### config.mk
export PLATFORM = sky130hd
export DESIGN_NAME = cew_queue
export DESIGN_NICKNAME = d
export VERILOG_FILES = /design/src/hdl/cew_pkg.sv /design/src/hdl/cew_queue.sv
export SDC_FILE = /design/constraint.sdc
export NUM_CORES = 1
export LEC_CHECK = 0
export ABC_AREA = 1
export BUFFER_PORTS_ARGS = -buffer_cell sky130_fd_sc_hd__buf_2
export CAP_MARGIN = 10
export CELL_PAD_IN_SITES_DETAIL_PLACEMENT = 1
export CELL_PAD_IN_SITES_GLOBAL_PLACEMENT = 1
export CORE_UTILIZATION = 48
export CTS_CLUSTER_DIAMETER = 150
export DETAILED_ROUTE_END_ITERATION = 10
export GPL_ROUTABILITY_DRIVEN = 0
export PLACE_DENSITY = 0.82
export SYNTH_ARGS = -nofsm -noshare
export SYNTH_HDL_FRONTEND = slang
export SYNTH_SLANG_ARGS = --single-unit
export TNS_END_PERCENT = 20
### constraint.sdc
create_clock -name clock -period 12.89 [get_ports clock]
set_input_delay 2.578 -clock clock [delete_from_list [all_inputs] [get_ports clock]]
set_output_delay 2.578 -clock clock [all_outputs]
set_load 0.02 [all_outputs]
### src/hdl/cew_pkg.sv
// ----------------------------------------------------------------------------
// cew_pkg
// Shared widths, record types and constants of the cotangent edge weight block.
// ----------------------------------------------------------------------------
package cew_pkg;

   // default parameter values
   localparam int COORD_W_DEF = 24;
   localparam int FRAC_DEF    = 12;

   // coordinates are brought to this width before any arithmetic
   localparam int WORK_W  = 24;
   localparam int DIFF_W  = WORK_W + 1;
   localparam int PROD_W  = 2 * DIFF_W;
   localparam int CROSS_W = PROD_W + 1;
   localparam int DOT_W   = PROD_W + 2;
   localparam int MAG_W   = CROSS_W;

   // guard bits in front of the square root
   localparam int GUARD  = 12;

   // split of a magnitude for squaring with narrow multipliers
   localparam int SQ_LO  = (MAG_W + 1) / 2;
   localparam int SQ_HI  = MAG_W - SQ_LO;
   localparam int SQ_W   = 2 * MAG_W + 2;
   localparam int X_W    = SQ_W + 2 * GUARD;
   localparam int ROOT_W = X_W / 2;

   // weight clamp is cot(1e-6) in whole units, before scaling to fraction lsbs
   localparam int CAP_UNITS   = 1000000;
   localparam int CAP_UNITS_W = $clog2(CAP_UNITS);

   localparam int OUT_W = 32;

   // queue between front and back
   localparam int QUEUE_DEPTH = 4;
   localparam int QPTR_W      = $clog2(QUEUE_DEPTH);

   // one angle of the edge, as classified by the front
   typedef struct packed {
      logic             zero;
      logic [MAG_W-1:0] c0;
      logic [MAG_W-1:0] c1;
      logic [MAG_W-1:0] c2;
      logic [MAG_W-1:0] dmag;
   } cew_side_type;

   typedef struct packed {
      cew_side_type beta;
      cew_side_type alpha;
   } cew_item_type;

   typedef struct packed {
      logic full;
      logic empty;
   } cew_qstat_type;

endpackage

### src/hdl/cew_queue.sv
// ----------------------------------------------------------------------------
// cew_queue
// Short first-in first-out queue of classified edges between front and back.
// ----------------------------------------------------------------------------
module cew_queue (
   input  logic                   clock,
   input  logic                   reset,
   input  logic                   push,
   input  cew_pkg::cew_item_type  push_item,
   input  logic                   pop,
   output cew_pkg::cew_item_type  head,
   output cew_pkg::cew_qstat_type qstat
);
   import cew_pkg::*;

   cew_item_type      slot_ff [QUEUE_DEPTH];
   logic [QPTR_W-1:0] wr_ff;
   logic [QPTR_W-1:0] rd_ff;
   logic [QPTR_W:0]   cnt_ff;
   logic [QPTR_W:0]   cnt_in;

   // occupancy update
   always_comb begin
      unique case ({push, pop})
         2'b10:   cnt_in = cnt_ff + (QPTR_W+1)'(1);
         2'b01:   cnt_in = cnt_ff - (QPTR_W+1)'(1);
         default: cnt_in = cnt_ff;
      endcase
   end

   // pointers and count
   always_ff @(posedge clock) begin
      if (reset) begin
         wr_ff  <= '0;
         rd_ff  <= '0;
         cnt_ff <= '0;
      end else begin
         if (push) wr_ff <= wr_ff + QPTR_W'(1);
         if (pop)  rd_ff <= rd_ff + QPTR_W'(1);
         cnt_ff <= cnt_in;
      end
   end

   // storage
   always_ff @(posedge clock) begin
      if (push) begin
         slot_ff[wr_ff] <= push_item;
      end
   end

   assign head        = slot_ff[rd_ff];
   assign qstat.full  = (cnt_ff == (QPTR_W+1)'(QUEUE_DEPTH));
   assign qstat.empty = (cnt_ff == '0);

endmodule

Yosys cells after proc, flatten, opt, wreduce, memory -nomap -nowiden
Memories as Yosys holds them, arrays and structs flattened. A register that Yosys moved wholly into a read port is not among the register bits.
Cells that the tools add are included.
Storage, ports and cells
  flip-flop bits (word level): 7
  word-level logic and storage cells: 18
  input bits: 414
  bits in writable memories: 1640
  memories kept: 1
  output and inout bits: 412
Memories
  slot_ff: depth 4, width 410, rd ports 1, clocked after Yosys merged registers in 1, wr ports 1, RTL line cew_queue.sv:16  | cew_item_type slot_ff [QUEUE_DEPTH];
Operators by class
  add/sub/neg operators: 4
  eq/ne operators: 3
  muxes and demuxes: 5
  reductions and logical operators: 2
Operators by type and width (count)
  one-hot mux 3 bit (2 select lines): 1
  adder 2 x 1 -> 2 bit, second input constant: 2
  two-way mux 2 bit: 2
  adder 3 x 1 -> 3 bit, second input constant: 1
  equality test 3 bit, second input constant: 1
  logical NOT 3 bit: 1
  subtractor 3 x 1 -> 3 bit, second input constant: 1
  equality test 2 x 1 -> 1 bit, second input constant: 1
  equality test 2 bit, second input constant: 1
  two-way mux 1 bit: 2
  nonzero test 2 bit: 1

Longest topological paths before layout
Gate-level depths: netlist (run 1).
  word-level depth: 3
  depth in mapped cells: 10
  depth with buffers taken out: 10

Worst setup path after synthesis (run 1)
No wires, ideal clock.
  path type: in2reg
  start: input push
  end: memory slot_ff[2][0] in the netlist's numbering (enable)
  stages on the path: 2
  setup slack: 1.674 ns
  arrival time: 10.458 ns
  data required time: 12.132 ns
  setup time: 0.758 ns
  buffers on the path: 0
  path through: nand2_1 -> inv_1
Between the ends
  longest elaborated chain between the ends: 2
RTL lines
  start, declared: RTL line cew_queue.sv:8  | input logic push,
  two-way mux 1 bit: RTL line cew_queue.sv:46  | if (push) begin
  two-way mux 1 bit (implied by the code): RTL line cew_queue.sv:47  | slot_ff[wr_ff] <= push_item;
  end, declared: RTL line cew_queue.sv:16
Every way passes these cells.

==> results of run 1 <==
-- power groups by stage --
stage | Combinational, mW | Sequential, mW | Clock, mW
final | 1.25 | 6.21 | 4.65
after global routing | 1.34 | 6.22 | 4.88
after CTS | 1.25 | 6.21 | 4.70
after detailed placement | 1.23 | 6.32 | 0
after global placement | 1.18 | 6.30 | 0
after floorplan | 0.724 | 6.37 | 0
-- cell families (layout without fill, tap and decap cells) --
kind of cell,after synthesis,count (layout),synth area share
DFF,1649,1649,0.809
AOI/OAI and AO/OA,1241,1241,0.110
and+or+nand+nor,836,836,0.0515
buffers and inverters,290,1184,0.0279
adders and majority gates,6,6,0.00135
other,0,78,0
-- layer usage --
| layer | wire length (um) | up-vias |
|---|---|---|
| met1 | 62100 | 19500 |
| li1 | - | 16900 |
| met5 | 372 | - |
| met4 | 9170 | 58 |
| met3 | 13900 | 462 |
| met2 | 92500 | 1639 |
-- area by class of cell --
class | instances | area share
Timing Repair Buffer | 862 | 0.0629
Tap cell | 1650 | 0.0289
Inverter | 18 | 0.00184
Clock inverter | 100 | 0.0121
Clock buffer | 204 | 0.0604
Sequential cell | 1649 | 0.692
Multi-Input combinational cell | 2083 | 0.139
Antenna cell | 78 | 0.00273
-- state kept, by name (all words and copies together), names as in the netlist, named ones only --
signal,count
wr_ff,2
rd_ff,2
cnt_ff,3
slot_ff,1640
-- worst register-to-register path: stages (launching register included) --
cell	delay, ps
dfxtp_1	330
inv_1	140
ha_1	160
nand2_1	120
inv_8	530
buf_12	650
buf_4	1210
-- cells in the final DEF (no fill, tap or decap), drive strengths merged --
| cell type | instances |
|---|---|
| edfxtp | 1640 |
| buf | 862 |
| o21ai | 826 |
| nor2 | 823 |
| o22ai | 410 |
| clkbuf | 204 |
| diode | 78 |
| clkinv | 78 |
| inv | 27 |
| bufinv | 11 |
| nand2 | 9 |
| dfxtp | 9 |
| a21oi | 5 |
| ha | 5 |
| nor3 | 2 |
| clkinvlp | 2 |
| nand3 | 1 |
| nand4 | 1 |
| fa | 1 |
-- per-stage QoR --
step | power, mW | std cells | util | cell area [um2] | hold slack, ps
global placement | 7.48 | 6262 | 0.525 | 66100 | 510
CTS | 12.2 | 6566 | 0.566 | 71300 | 558
finish | 12.1 | 6644 | 0.568 | 71500 | 553
global route | 12.4 | 6626 | 0.567 | 71400 | 607
detailed placement | 7.55 | 6262 | 0.525 | 66100 | 541
floorplan | 7.10 | 4022 | - | 61100 | 412
-- path summary, 6_finish.rpt --
path | startpoint | end | slack, ps | depth (start not counted)
hold reg to reg | wr_ff[1]$_SDFFE_PP0P_ | wr_ff[1]$_SDFFE_PP0P_ | 550 | 2
setup reg to reg | wr_ff[0]$_SDFFE_PP0P_ | slot_ff[0][146]$_DFFE_PP_ | 9270 | 6
hold / removal | wr_ff[1]$_SDFFE_PP0P_ | wr_ff[1]$_SDFFE_PP0P_ | 550 | 2
setup / recovery | flop | head[215] | 5260 | 6
==> impl_metrics.py, run 1 <==
metrics = {
    "power": {
        "ir_drop_mv": 0.164,
        "power.switching_mw": 3.04,
        "p_int_mw": 9.08,
        "p_sw_frac": 0.251,
        "p_leak_nw": 24.5,
        "powerDensity_nw_per_um2": 170,
        "pwr-share-comb": 0.104,
        "clockPowerShare": 0.384,
        "power_frac_seq": 0.513,
    },
    "sta": {
        "rsz0062_at_grt": "false",
        "setup_violations": 0,
        "timing.slew.headroom": 0.216,
        "layout_min_cycle_time_ps": 7630,
        "finalCritPeriodShare": 0.592,
        "fmax_mhz": 131,
        "final_hold_viol_count": 0,
        "final_max_slew_viol_count": 0,
        "tightest_slew_ps": 1180,
        "fin_ws_ps": 5260,
        "fin_worst_skew_ps": 77.6,
        "tns_ps": 0,
    },
    "clock_tree": {
        "ctsResizeCount": 0,
        "cts_root_buffer": "clkbuf_16",
        "cts_tree": "done",
        "clk_path_buf_depth": 3,
        "numClockSinks": 1649,
        "clock_latency_ps": 800,
        "cts_buffers": 165,
        "htreeDepth": 4,
        "cts.clk_slew.worst_paths_ps": 60,
        "ctsHoldBuffers": 0,
        "cts_setup_buffers": 0,
    },
    "die": {
        "die_y_um": 359,
        "fp-row-count": 130,
        "die_area_um2": 129000,
        "ios": 826,
        "core_region_area_um2": 126000,
        "die_w_um": 359,
        "initial_core_util": 0.485,
    },
    "synth": {
        "synth.most_common_cell": "edfxtp_1",
        "synth_commonest_cells": "edfxtp_1, nor2_1, o21ai_0, o22ai_1, o21ai_1",
        "yosys-top-cells-area": "edfxtp_1, nor2_1, o21ai_0",
        "synthesis.nets": 4442,
        "ys_types": 20,
        "synth_warnings": 0,
        "ys_ff_latch": 1649,
        "yosysSeqAreaShare": 0.809,
        "yosysTopAreaCellShare": 0.806,
        "synth_edf_count": 1640,
        "async_flop_share": 0,
        "synth_area_leader_cell": "edfxtp_1",
        "synth_ff_type": "edfxtp_1",
        "syn_area_per_cell_um2": 15.2,
        "synth_area_um2": 61100,
        "syn_inst": 4022,
    },
    "placed_design": {
        "io_buffers": 825,
        "preCtsSetupSlack_ps": 6210,
        "dp_hpwl_um": 103000,
    },
    "global_route": {
        "globalRouteMet1Util": 0.290,
        "first_global_vias": 40600,
        "use_met3": 0.0774,
        "grt_overflow": 0,
        "grt_max_degree": 346,
        "track_usage": 0.262,
        "grtUsageMet2": 0.452,
        "antenna_found_initial": 98,
        "grt-busiest-layer": "met2",
        "grt_pass1_wl_um": 251000,
    },
    "drt": {
        "post_drt_wl_per_cell_um": 26.8,
        "antenna_left": 0,
        "wl_um": 178000,
        "drc": 0,
        "first_iter_violations": 3651,
        "via_count": 38700,
        "first_pass_iters": 7,
        "via_per_inst": 5.82,
    },
    "worst_setup_path": {
        "crit_slowest_cell": "buf_4",
        "critical_path_class": "reg -> out",
        "critPathMostFrequentCell": "buf_4",
        "critPathMaxFanout": 98,
        "critPathTopFamily": "buffers and inverters",
        "cp_data_required_time_ps": 10310,
        "cp-start-kind": "flop",
        "critical_path_buf_inv_count": 4,
        "slowest_delay_ps": 890,
        "crit_path_cell_trace": "buf_4 > buf_4 > buf_4 > o21ai_0 > o22ai_1 > buf_2",
        "cp.arrival_ps": 5050,
        "critical_path.endpoint_type": "output port",
    },
    "layout": {
        "drive_above_1_share": 0.221,
        "multi_input_area_um2": 9950,
        "fin_nets": 5199,
        "seqCellArea_um2": 49400,
        "fillers": 12100,
        "syn_to_final_growth_pct": 17.0,
    },
    "outcome": {
        "status": "finished clean",
    },
    "min_path": {
        "min_path_type": "reg -> reg",
    },
    "flow_run": {
        "maxCapViolCount": 0,
    },
}
Note: power is estimated with default switching activity, not from simulation.
==> inputs of run 2 (changes only) <==
clock period = 7.67 ns   (was 12.89 ns; I/O delays follow)
==> run 2 against run 1 <==
Core utilization increased by 0.15 points. Worst hold slack got worse by 110 ps. Register-to-register slack worse by 4700 ps. The run now ends with slew limit left. Die area stayed put. Sequential cell count stayed put.
==> impl_metrics.py, run 2 (synthesis results as in run 1) <==
metrics = {
    "worst_setup_path": {
        "r2r-start": "wr_ff[0]$_SDFFE_PP0P_",
        "critPathMaxFanout": 239,
        "crit_slowest_cell": "dfxtp_4",
        "cp_data_required_time_ps": 6140,
        "crit_path_cell_trace": "buf_4 > buf_12 > o21ai_0 > o22ai_1 > buf_2",
        "critical_path.endpoint_type": "output port",
        "cp.arrival_ps": 3970,
        "slowest_delay_ps": 820,
        "critical_path_class": "reg -> out",
        "cp-start-kind": "flop",
    },
    "drt": {
        "antenna_left": 0,
        "post_drt_wl_per_cell_um": 26.8,
        "first_iter_violations": 3308,
        "wl_um": 178000,
        "via_per_inst": 5.82,
        "drc": 0,
        "first_pass_iters": 7,
        "via_count": 38600,
    },
    "clock_tree": {
        "htreeDepth": 4,
        "ctsResizeCount": 0,
        "cts_buffers": 164,
        "clock_latency_ps": 800,
        "numClockSinks": 1649,
        "cts_setup_buffers": 0,
        "cts_root_buffer": "clkbuf_16",
        "cts.clk_slew.worst_paths_ps": 60,
        "clk_path_buf_depth": 3,
        "ctsHoldBuffers": 0,
        "cts_tree": "done",
    },
    "die": {
        "core_region_area_um2": 126000,
        "fp-row-count": 130,
        "die_area_um2": 129000,
        "initial_core_util": 0.485,
        "die_y_um": 359,
        "die_w_um": 359,
        "ios": 826,
    },
    "global_route": {
        "grt_pass1_wl_um": 251000,
        "grt_max_degree": 317,
        "first_global_vias": 40400,
        "track_usage": 0.262,
        "globalRouteMet1Util": 0.289,
        "use_met3": 0.0692,
        "antenna_found_initial": 94,
        "grt-busiest-layer": "met2",
        "grtUsageMet2": 0.453,
        "grt_overflow": 0,
    },
    "sta": {
        "timing.slew.headroom": -0.0561,
        "finalCritPeriodShare": 0.718,
        "final_hold_viol_count": 0,
        "final_max_slew_viol_count": 108,
        "fmax_mhz": 182,
        "tns_ps": 0,
        "layout_min_cycle_time_ps": 5510,
        "fin_worst_skew_ps": 45.2,
        "rsz0062_at_grt": "false",
        "tightest_slew_ps": 1580,
        "setup_violations": 0,
    },
    "flow_run": {
        "maxCapViolCount": 0,
    },
    "layout": {
        "largest_register_ffs": 1640,
        "drive_above_1_share": 0.225,
        "final_cells": 6639,
        "regMostFlops": "slot_ff",
        "seqCellArea_um2": 49400,
        "fillers": 12200,
        "final_common_cell": "edfxtp_1",
        "syn_to_final_growth_pct": 17.3,
        "reg_top3": "slot_ff (1640), cnt_ff (3)",
        "layout_common_cells": "edfxtp_1, buf_2, nor2_1, o21ai_0, o22ai_1",
        "fin_nets": 5201,
        "multi_input_area_um2": 10000,
    },
    "outcome": {
        "status": "finished, violations left",
        "violations": "slew limit",
    },
    "power": {
        "p_leak_nw": 24.5,
        "powerDensity_nw_per_um2": 284,
        "ir_drop_mv": 0.341,
    },
    "placed_design": {
        "io_buffers": 825,
        "dp.cells": 6264,
        "dp_hpwl_um": 103000,
    },
    "min_path": {
        "min_path_type": "reg -> reg",
        "hp-start": "rd_ff[1]$_SDFFE_PP0P_",
    },
}
==> run 2: cell count changes in the layout (fill, tap and decap cells not counted), moves of 6 or more <==
cell        previous run  this run
buf_4                 30        20
clkinv_1              49        41
clkinvlp_4             2         8
clkbuf_1              37        30
clkinv_2              22        30
buf_12                 7        19
==> run 2: routing by layer <==
| metal | wire length, um | share of wire |
|---|---|---|
| met1 | 61700 | 0.35 |
| met2 | 92500 | 0.52 |
| met3 | 13100 | 0.074 |
| met4 | 10100 | 0.057 |
| met5 | 430 | 0.0024 |
==> run 2: final timing paths <==
kind                                    end  slack [ps]  cells past startpoint
setup / recovery                  head[341]        2160                      5
hold / removal                         flop         440                      1
setup reg to reg  slot_ff[2][267]$_DFFE_PP_        4610                      5
hold reg to reg                        flop         440                      1
==> run 2: power breakdown <==
part / switching, mW / internal (mW) / leakage, nW
Sequential: 0.119 / 10.3 / 15.1
Combinational: 1.57 / 0.555 / 6.87
Clock: 3.44 / 4.32 / 2.51
==> run 2: critical path: cells and delay by family (launching register included) <==
| kind | cells | cell delay [ps] |
|---|---|---|
| buffers and inverters | 3 | 1640 |
| flip-flops | 1 | 820 |
| AO/OA/AOI/OAI | 2 | 640 |
==> run 2: through the flow <==
stage	util	power (mW)	hold WS [ps]	instance area [um2]	worst slack (ps)
2_1_floorplan	-	11.9	412	61200	-448
3_3_place_gp	0.527	12.6	422	66300	3250
3_5_place_dp	0.527	12.7	422	66300	3090
4_1_cts	0.567	20.4	437	71400	2140
5_1_grt	0.569	20.9	452	71600	1940
6_report	0.569	20.3	439	71600	2160
==> run 2: final cells by class <==
type | instances | share of cell area
Antenna cell | 76 | 0.00265
Clock buffer | 194 | 0.0589
Clock inverter | 104 | 0.0128
Inverter | 18 | 0.00162
Multi-Input combinational cell | 2083 | 0.140
Sequential cell | 1649 | 0.690
Tap cell | 1650 | 0.0288
Timing Repair Buffer | 865 | 0.0654
